File: config.mk
export PLATFORM = sky130hd
export DESIGN_NAME = sorted_sleep_wakeup_queue
export DESIGN_NICKNAME = d
export VERILOG_FILES = /design/src/rtl/sswq_pkg.sv /design/src/rtl/sswq_store.sv /design/src/rtl/sorted_sleep_wakeup_queue.sv
export SDC_FILE = /design/constraint.sdc
export NUM_CORES = 1
export LEC_CHECK = 0
export BUFFER_PORTS_ARGS = -buffer_cell sky130_fd_sc_hd__buf_4
export CAP_MARGIN = 0
export CORE_ASPECT_RATIO = 0.6
export CORE_UTILIZATION = 45
export DETAILED_ROUTE_END_ITERATION = 10
export PLACE_DENSITY = 0.61
export SYNTH_ARGS = -nofsm -noshare
export SYNTH_HDL_FRONTEND = slang
export SYNTH_SLANG_ARGS = --single-unit
File: constraint.sdc
create_clock -name clk -period 6.7 [get_ports clk]
set_input_delay 0.335 -clock clk [delete_from_list [all_inputs] [get_ports clk]]
set_output_delay 0.335 -clock clk [all_outputs]
set_load 0.02 [all_outputs]
File: src/rtl/sswq_pkg.sv
// ----------------------------------------------------------------------------
// sswq_pkg
// Shared types, sizes and codes for the sorted sleep/wakeup queue.
// ----------------------------------------------------------------------------
package sswq_pkg;

	localparam int QUEUE_DEPTH = 16;
	localparam int TICK_BITS   = 32;
	localparam int MAX_RESULTS = 16;

	localparam int IDX_W  = $clog2(QUEUE_DEPTH);
	localparam int OCC_W  = $clog2(QUEUE_DEPTH + 1);
	localparam int POP_W  = $clog2(MAX_RESULTS + 1);
	localparam int WAKE_W = TICK_BITS + 1;

	localparam logic OP_SLEEP = 1'b0;
	localparam logic OP_TICK  = 1'b1;

	localparam logic [1:0] KIND_ACCEPT  = 2'd0;
	localparam logic [1:0] KIND_REJECT  = 2'd1;
	localparam logic [1:0] KIND_WOKEN   = 2'd2;
	localparam logic [1:0] KIND_NOTHING = 2'd3;

	typedef struct packed {
		logic        operation;
		logic [7:0]  thread_id;
		logic [15:0] duration;
	} req_t;

	typedef struct packed {
		logic [1:0]  kind;
		logic [7:0]  woken_id;
		logic [31:0] tick_now;
		logic        last;
	} rsp_t;

	typedef struct packed {
		logic [WAKE_W-1:0] wake;
		logic [7:0]        thread;
	} entry_t;

	// circular index: base + offs, modulo the queue depth
	function automatic logic [IDX_W-1:0] idx_wrap(input logic [IDX_W-1:0] base,
		input logic [IDX_W-1:0] offs);
		logic [IDX_W:0] s;
		s = {1'b0, base} + {1'b0, offs};
		if (s >= (IDX_W+1)'(QUEUE_DEPTH)) begin
			s = s - (IDX_W+1)'(QUEUE_DEPTH);
		end
		return s[IDX_W-1:0];
	endfunction

endpackage

File: src/rtl/sswq_store.sv
// ----------------------------------------------------------------------------
// sswq_store
// Entry memory of the queue: one write port, one read port, registered read.
// ----------------------------------------------------------------------------
module sswq_store (
	input  logic                     clk,
	input  logic                     wr_en,
	input  logic [sswq_pkg::IDX_W-1:0] wr_idx,
	input  sswq_pkg::entry_t         wr_data,
	input  logic [sswq_pkg::IDX_W-1:0] rd_idx,
	output sswq_pkg::entry_t         rd_data
);
	import sswq_pkg::*;

	entry_t mem [QUEUE_DEPTH];

	always_ff @(posedge clk) begin
		if (wr_en) begin
			mem[wr_idx] <= wr_data;
		end
	end

	always_ff @(posedge clk) begin
		rd_data <= mem[rd_idx];
	end

endmodule

File: src/rtl/sorted_sleep_wakeup_queue.sv
// ----------------------------------------------------------------------------
// sorted_sleep_wakeup_queue
// Tick counter with a wake-time sorted queue of sleeping threads.
// ----------------------------------------------------------------------------
// Usage:
//   req channel (req_valid/req_ready/req) takes one word per event: a sleep
//   request (thread id and duration) or a timer tick.
//   rsp channel (rsp_valid/rsp_ready/rsp) returns result words; the final
//   word of each event has last set.
//   Sleep: wake time = count + duration. The entry goes in by a walk from
//   the tail through the entry memory, one entry per cycle, moving each
//   later sleeper up by one place; an empty queue skips the walk.
//   A full queue answers with a reject word and leaves the queue alone.
//   Tick: the counter steps (saturating), then due sleepers are popped from
//   the head at one per cycle unless a woken word waits, up to 16 per tick.
//   One event is in work at a time; req_ready is high when the block is idle.
//   The result register keeps the block working while rsp_ready is low; the
//   sequencer waits only when a second word is ready before the first left.
//   Reset clears the counter and empties the queue; no clearing pass.
// ----------------------------------------------------------------------------
module sorted_sleep_wakeup_queue (
	input  logic            clk,
	input  logic            arst_n,
	input  logic            req_valid,
	output logic            req_ready,
	input  sswq_pkg::req_t  req,
	output logic            rsp_valid,
	input  logic            rsp_ready,
	output sswq_pkg::rsp_t  rsp
);
	import sswq_pkg::*;

	localparam logic [2:0] ST_IDLE = 3'd0;
	localparam logic [2:0] ST_INS  = 3'd1;
	localparam logic [2:0] ST_PUT  = 3'd2;
	localparam logic [2:0] ST_POP  = 3'd3;
	localparam logic [2:0] ST_EMIT = 3'd4;

	localparam logic [TICK_BITS-1:0] TICK_MAX = '1;

	logic [2:0]           state_q;
	logic [TICK_BITS-1:0] tick_q;
	logic [OCC_W-1:0]     occ_q;
	logic [IDX_W-1:0]     head_q;
	logic [POP_W-1:0]     pops_q;
	logic                 pend_q;
	logic                 rsp_valid_q;

	logic [WAKE_W-1:0]    wake_q;
	logic [7:0]           id_q;
	logic [IDX_W-1:0]     cur_q;
	logic [IDX_W-1:0]     put_q;
	logic [1:0]           kind_q;
	logic [7:0]           pend_id_q;
	rsp_t                 rsp_q;

	logic                 req_fire;
	logic                 out_free;
	logic                 out_load;
	rsp_t                 out_d;
	logic                 wr_en;
	logic [IDX_W-1:0]     wr_idx;
	entry_t               wr_data;
	logic [IDX_W-1:0]     rd_idx;
	entry_t               rd_data;
	logic                 pop_due;
	logic                 pop_emit;
	logic                 pop_go;
	logic                 ins_shift;

	assign req_ready = (state_q == ST_IDLE);
	assign req_fire  = req_valid && req_ready;
	assign out_free  = !rsp_valid_q || rsp_ready;
	assign rsp_valid = rsp_valid_q;
	assign rsp       = rsp_q;

	assign pop_due   = (occ_q != '0) && (pops_q < POP_W'(MAX_RESULTS))
		&& (rd_data.wake <= {1'b0, tick_q});
	assign pop_emit  = pend_q || !pop_due;
	assign pop_go    = !pop_emit || out_free;
	assign ins_shift = rd_data.wake > wake_q;

	sswq_store u_store (
		.clk     (clk),
		.wr_en   (wr_en),
		.wr_idx  (wr_idx),
		.wr_data (wr_data),
		.rd_idx  (rd_idx),
		.rd_data (rd_data)
	);

	always_comb begin
		rd_idx   = head_q;
		wr_en    = 1'b0;
		wr_idx   = idx_wrap(head_q, put_q);
		wr_data  = '{wake: wake_q, thread: id_q};
		out_load = 1'b0;
		out_d    = '{kind: kind_q, woken_id: id_q, tick_now: 32'(tick_q), last: 1'b1};
		case (state_q)
			ST_IDLE: begin
				if (req.operation == OP_SLEEP) begin
					rd_idx = idx_wrap(head_q, IDX_W'(occ_q - 1'b1));
				end
			end
			ST_INS: begin
				rd_idx = idx_wrap(head_q, cur_q - 1'b1);
				if (ins_shift) begin
					wr_en   = 1'b1;
					wr_idx  = idx_wrap(head_q, cur_q + 1'b1);
					wr_data = rd_data;
				end
			end
			ST_PUT: begin
				wr_en = 1'b1;
			end
			ST_POP: begin
				if (pop_go && pop_due) begin
					rd_idx = idx_wrap(head_q, IDX_W'(1));
				end
				if (pop_emit && out_free) begin
					out_load = 1'b1;
					if (pend_q) begin
						out_d.kind     = KIND_WOKEN;
						out_d.woken_id = pend_id_q;
						out_d.last     = !pop_due;
					end else begin
						out_d.kind     = KIND_NOTHING;
						out_d.woken_id = 8'd0;
					end
				end
			end
			ST_EMIT: begin
				out_load = out_free;
			end
			default: begin
			end
		endcase
	end

	always_ff @(posedge clk or negedge arst_n) begin
		if (!arst_n) begin
			state_q     <= ST_IDLE;
			tick_q      <= '0;
			occ_q       <= '0;
			head_q      <= '0;
			pops_q      <= '0;
			pend_q      <= 1'b0;
			rsp_valid_q <= 1'b0;
		end else begin
			if (out_load) begin
				rsp_valid_q <= 1'b1;
			end else if (rsp_ready) begin
				rsp_valid_q <= 1'b0;
			end
			case (state_q)
				ST_IDLE: begin
					if (req_fire) begin
						if (req.operation == OP_SLEEP) begin
							if (occ_q == OCC_W'(QUEUE_DEPTH)) begin
								state_q <= ST_EMIT;
							end else if (occ_q == '0) begin
								state_q <= ST_PUT;
							end else begin
								state_q <= ST_INS;
							end
						end else begin
							if (tick_q != TICK_MAX) begin
								tick_q <= tick_q + 1'b1;
							end
							pend_q  <= 1'b0;
							pops_q  <= '0;
							state_q <= ST_POP;
						end
					end
				end
				ST_INS: begin
					if (!ins_shift || cur_q == '0) begin
						state_q <= ST_PUT;
					end
				end
				ST_PUT: begin
					occ_q   <= occ_q + 1'b1;
					state_q <= ST_EMIT;
				end
				ST_POP: begin
					if (pop_go) begin
						if (pop_due) begin
							pend_q <= 1'b1;
							head_q <= idx_wrap(head_q, IDX_W'(1));
							occ_q  <= occ_q - 1'b1;
							pops_q <= pops_q + 1'b1;
						end else begin
							state_q <= ST_IDLE;
						end
					end
				end
				ST_EMIT: begin
					if (out_free) begin
						state_q <= ST_IDLE;
					end
				end
				default: begin
					state_q <= ST_IDLE;
				end
			endcase
		end
	end

	always_ff @(posedge clk) begin
		if (out_load) begin
			rsp_q <= out_d;
		end
		case (state_q)
			ST_IDLE: begin
				if (req_fire) begin
					id_q   <= req.thread_id;
					wake_q <= WAKE_W'(tick_q) + WAKE_W'(req.duration);
					kind_q <= KIND_REJECT;
					cur_q  <= IDX_W'(occ_q - 1'b1);
					put_q  <= '0;
				end
			end
			ST_INS: begin
				if (!ins_shift) begin
					put_q <= cur_q + 1'b1;
				end else if (cur_q == '0) begin
					put_q <= '0;
				end else begin
					cur_q <= cur_q - 1'b1;
				end
			end
			ST_PUT: begin
				kind_q <= KIND_ACCEPT;
			end
			ST_POP: begin
				if (pop_go && pop_due) begin
					pend_id_q <= rd_data.thread;
				end
			end
			default: begin
			end
		endcase
	end

endmodule
After elaboration in Yosys (flattened, before gate mapping)
Memory sizes are Yosys's and may differ from the RTL's. A register that Yosys moved wholly into a read port is not among the register bits. Index checks and enable logic that the tools add are counted.

Flip-flop bits (word level): 153. Latch bits: 0. Memory bits (writable): 656. Bits in read-only memories: 0. Input bits: 29. Output and inout port bits: 45. Word-level logic and storage cells: 147. Memories kept: 1.

Memories: u_store.mem (depth 16, width 41, read ports 1, clocked after Yosys merged registers in 1, wr ports 1, RTL line sswq_store.sv:15) `entry_t mem [QUEUE_DEPTH];`.

$add $sub $neg: 17. Multipliers: 0. Divide/modulo/power cells: 0. $lt $le $gt $ge: 8. Equal/unequal tests: 16. Shifts and indexed selects: 0. Multiplexer cells: 55. Bitwise gates (word level): 0. Reduce and logical (&&, ||, !) cells: 33.

Operator list (count): $mux 41 (2); $mux 4 (15); $add 32x16->33 (1); $gt 33x33->1 (1); $le 33x32->1 (1); $add 32x1->32 const B (1); $ne 32x32->1 const B (1); $mux 5 (6); $ge 5x5->1 const B (5); $sub 4x1->4 const B (6); $mux 3 (7); $add 4x4->5 (4); $mux 10 (2); $pmux 5 s2 (2); $pmux 4 s2 (2); $pmux 3 s5 (1); $ne 2x2->1 const B (7); $pmux 4 s3 (1); $reduce_and 3->1 (4); $add 5x1->5 const B (2); $mux 1 (10); $reduce_and 5->1 (2); $reduce_bool 2->1 (5); $mux 9 (1); other kinds (22) (40).

Logic depth before layout (Yosys ltp)
Depth after elaboration: 10. Gate-level depth with buffers: 17. Gate-level depth less buffers: 15.

Hierarchy
A second synthesis with hierarchy kept.

Cell total of the unflattened synthesis: 1970. Area total of the unflattened synthesis: 34749.6 um2.

Modules (own cells, without submodules): sswq_store (instances 1, cells each 1066, area each 25369.3 um2, seq. area each 20519.7 um2); sorted_sleep_wakeup_queue (instances 1, cells each 904, area each 9380.2 um2, seq. area each 4309.1 um2).

Least setup slack after synthesis
OpenSTA, ideal clock, no wires.

Path type: flip-flop to flip-flop. From: register tick_q[24]. To: register rsp_q, in the netlist rsp[0] (enable). Data arrival time: 4.047 ns. Slack: 1.862 ns. Stages on the path, launching flop included: 13. Cell sequence: dfrtp_1 > clkbuf_1 > inv_1 > ha_1 > nand2_1 > or4_4 > nor4_4 > nand4_1 > a21oi_1 > inv_1 > o211ai_1 > clkbuf_1 > o21ai_0.

Cells in the longest elaborated chain, start to end: 7.

Ends and longest elaborated chain: start, declared (RTL line sorted_sleep_wakeup_queue.sv:42) `logic [TICK_BITS-1:0] tick_q;`; start signal, assigned (RTL line sorted_sleep_wakeup_queue.sv:168) `tick_q <= tick_q + 1'b1;`; $le 33x32->1 (RTL line sorted_sleep_wakeup_queue.sv:78) `&& (rd_data.wake <= {1'b0, tick_q});`; $logic_and 1x1->1 (RTL line sorted_sleep_wakeup_queue.sv:78); $logic_not 1->1 (RTL line sorted_sleep_wakeup_queue.sv:79) `assign pop_emit = pend_q || !pop_due;`; $logic_or 1x1->1 (RTL line sorted_sleep_wakeup_queue.sv:79); $logic_and 1x1->1 (RTL line sorted_sleep_wakeup_queue.sv:120) `if (pop_emit && out_free) begin`; $mux 1 (RTL line sorted_sleep_wakeup_queue.sv:120); $pmux 1 s2 (RTL line sorted_sleep_wakeup_queue.sv:99) `case (state_q)`; via out_load (RTL line sorted_sleep_wakeup_queue.sv:59) `logic out_load;`; end signal, assigned (RTL line sorted_sleep_wakeup_queue.sv:211) `rsp_q <= out_d;`; end, declared (RTL line sorted_sleep_wakeup_queue.sv:55) `rsp_t rsp_q;`.

The timed path passes the listed nets, and every way through them passes these cells. A chain may end at the register's enable or synchronous reset.

Worst setup path after layout
From: register tick_q[25]. To: register u_store.rd_data[30] (netlist name).

Cells in the longest elaborated chain, start to end: 9.

Ends and longest elaborated chain: $le 33x32->1 * (RTL line sorted_sleep_wakeup_queue.sv:78); $logic_and 1x1->1 * (RTL line sorted_sleep_wakeup_queue.sv:78); $logic_not 1->1 (RTL line sorted_sleep_wakeup_queue.sv:79); $logic_or 1x1->1 (RTL line sorted_sleep_wakeup_queue.sv:79); $logic_not 1->1 (RTL line sorted_sleep_wakeup_queue.sv:80) `assign pop_go = !pop_emit || out_free;`; $logic_or 1x1->1 (RTL line sorted_sleep_wakeup_queue.sv:80); $logic_and 1x1->1 * (RTL line sorted_sleep_wakeup_queue.sv:117) `if (pop_go && pop_due) begin`; $mux 4 * (RTL line sorted_sleep_wakeup_queue.sv:117); $pmux 4 s3 * (RTL line sorted_sleep_wakeup_queue.sv:99).

Mark *: on every way between the ends. The rest lies on a longest branch, timed or not.

==> out/results.ini <==
[layout]
antennaDiodeCount=0
fin_util_pct=51.7
drive_gt1_share_pct=12.3
design_area_sq_um=41600
finalNetCount=2605
syn_to_final_growth_pct=12.5

[hold_path]
hp-start=req[24]
holdCritPathClass=input port to flop

[job]
drv_cap=0

[synth]
synth.distinct_cells=70
synth-edff-count=757
syn_area_sq_um=36900
async_flop_share_pct=6.01
ys_ff_latch=849
syn-num-nets=2454
syn_inst=2321
avgSynthCellArea_sq_um=15.9
ys.flop_type=edfxtp_1
seq_area_frac_synth_pct=67.2
yosys_warnings=0

[clock_tree]
cts.repair.resized=0
cts_buffers=79
root_buffer=clkbuf_16
cts.sinks=849
htreeDepth=3
cts_buffer_depth=3
clock_latency_ns=0.66
cts_setup_buffers=0
cts_tree=yes
clkTransAtPathRegs_ns=0.06

[worst_setup_path]
cp_max_fo=42
worst_path_max_delay_cell=buf_4
cp.arrival_ns=5.93
path_buf_inv=2
path_class=flop to flop
end_kind=flop
timing.rr.start=tick_q[25]
crit_family=simple AND/OR/NAND/NOR gates
path_cells=inv_1 > ha_1 > nand4_1 > or4_4 > nor4_4 > nand4_1 > a221o_1 > nor2_2 > o2111a_1 > a2bb2oi_4 > buf_4 > mux2i_1 > mux2i_1 > mux2i_1
critical-path-max-stage-delay_ns=0.68
path_common_cell=mux2i_1
cp-start-kind=flop
required_ns=7.21
worstSetupStartpoint=tick_q[25]

[placed_design]
io_buffers=73
gp_congestion=0.839
dpl_cell_area_sq_um=38900
dp_hpwl_mm=55.4

[grt]
grt_max_degree=85
grt_pass1_vias=20100
grt_overflow=0
track_usage_pct=22.0
grt_pass1_wl_mm=134
antenna_found_initial=1

[die]
design.core.area_sq_um=80400
ioPinCount=74
start_util_pct=46.0
fp.dieH_microns=224
die_area_sq_um=83300
rows=80
die_x_microns=372

[timing]
max_freq_mhz=185
slew_viol_final=0
fin_crit_sh_pct=80.9
hold_viol_final=0
relSlewSlack_pct=24.3
grt_setup_unrepaired=false
setup_violations=0
worstMarginPinSlew_ns=1.14
tns_ns=0
skew_ns=0.0199
period_needed_ns=5.42

[routing]
viasPerCell=5.57
first_pass_iters=6
drc_errors=0
drt-initial-drc-count=1915
ant_nets=0
wirelength_mm=90.5
routedWlPerCell_microns=25.1
num_vias=20100

[outcome]
status=finished clean

==> Yosys cell counts (3+ instances only) <==
library cell,instances,share of area (%)
edfxtp_1,757,62
mux2i_1,618,17
ha_1,99,3.4
inv_1,94,0.96
nand2_1,83,0.84
xnor2_1,73,1.7
o21ai_0,56,0.76
nor2_1,54,0.55
dfrtp_1,51,3.5
a21oi_1,48,0.65
dfxtp_1,41,2.2
buf_4,28,0.57
buf_6,27,0.82
nand4_1,27,0.46
nand3_1,23,0.31
a21o_1,22,0.45
nor3_1,21,0.28
clkbuf_1,20,0.20
and2_1,18,0.30
xor2_1,15,0.36
buf_2,13,0.18
mux2_2,11,0.34
a22o_1,10,0.24
nor2b_1,8,0.14
o21a_1,8,0.16
or3_1,7,0.12
and3_1,6,0.10
or2_2,6,0.10
a21boi_0,5,0.10
fa_1,5,0.27
nor4_1,5,0.085
a31oi_1,4,0.068
mux4_2,4,0.24
nand2b_1,4,0.068
a211o_1,3,0.071
a211oi_1,3,0.061
buf_1,3,0.030
o211ai_1,3,0.061
o22ai_1,3,0.051
==> cell families (layout without fill, tap and decap cells) <==
family          Yosys count  after routing  share of synthesized area [%]
mux                     633            633                           17.3
buf+inv                 186            403                           2.80
flops                   849            849                           67.2
compound gates          188            188                           3.24
simple gates            273            273                           3.71
fa+ha+maj               104            104                           3.62
xor+xnor                 88             88                           2.09
==> path summary, 6_finish.rpt <==
kind	depth (start not counted)	to	slack [ns]
worst max-delay path	14	u_store.rd_data[30]	1.28
worst max register to register	14	u_store.rd_data[30]	1.28
min in group asynchronous	2	occ_q[2]	0.29
max in group asynchronous	2	tick_q[27]	5.84
worst min-delay path	3	state_q[1]	0.09
worst min register to register	0	pend_id_q[5]	0.43
==> timing repair <==
item,CTS,global route
hold buffers,11,0
setup endpoints to repair,0,0
hold endpoints to repair,61,0
==> placed cells by master (no fill, tap or decap), types with 15 or more instances in the layout <==
master / n
nor2_1: 53
inv_1: 93
clkbuf_16: 82
edfxtp_1: 757
nand2_1: 83
clkinv_1: 18
dfrtp_1: 51
dfxtp_1: 41
o21ai_0: 51
buf_4: 140
nand3_1: 23
nor3_1: 21
ha_1: 99
xnor2_1: 73
nand4_1: 27
a21o_1: 22
clkbuf_1: 22
mux2i_1: 618
xor2_1: 15
and2_2: 16
a21oi_1: 48
==> routing by layer <==
| metal | track usage [%] | wire length, microns | vias to the layer above |
|---|---|---|---|
| met2 | 32.0 | 39300 | 528 |
| met5 | 0 | 0 | - |
| met4 | 4.47 | 1400 | 0 |
| met3 | 3.63 | 5020 | 104 |
| li1 | - | - | 9118 |
| met1 | 34.6 | 44800 | 10300 |
==> registers in the layout, summed over array words and instances, names as in the netlist, 8 cells and up <==
| name | flops |
|---|---|
| id_q | 8 |
| pend_id_q | 8 |
| rsp | 43 |
| tick_q | 32 |
| u_store.mem | 656 |
| u_store.rd_data | 41 |
| wake_q | 33 |
==> through the flow <==
stage | instances | hold slack, ns | worst slack (ns)
final | 3604 | 0.0940 | 1.28
after global routing | 3604 | 0.0895 | 1.07
after CTS | 3604 | 0.0433 | 1.30
after detailed placement | 3446 | 0.414 | 1.35
after global placement | 3444 | 0.413 | 1.33
after floorplan | 2321 | 0.0394 | 1.86
==> worst reg2reg max path, cell delays in order (launching register included) <==
cell	delay, ns
dfrtp_1	0.48
inv_1	0.13
ha_1	0.30
nand4_1	0.17
or4_4	0.60
nor4_4	0.42
nand4_1	0.23
a221o_1	0.45
nor2_2	0.26
o2111a_1	0.26
a2bb2oi_4	0.27
buf_4	0.69
mux2i_1	0.45
mux2i_1	0.14
mux2i_1	0.41
==> layout make-up <==
type | count | area (sq um)
Tap cell | 1066 | 1330
Sequential cell | 849 | 24800
Timing Repair Buffer | 162 | 1370
Multi-Input combinational cell | 1286 | 11200
Inverter | 94 | 353
Clock buffer | 108 | 2190
Fill cell | 6583 | 38800
Clock inverter | 39 | 329
Power is left out: the tool's default activity adds up to more than one toggle a clock period on the data nets, which glitch-free logic cannot reach.
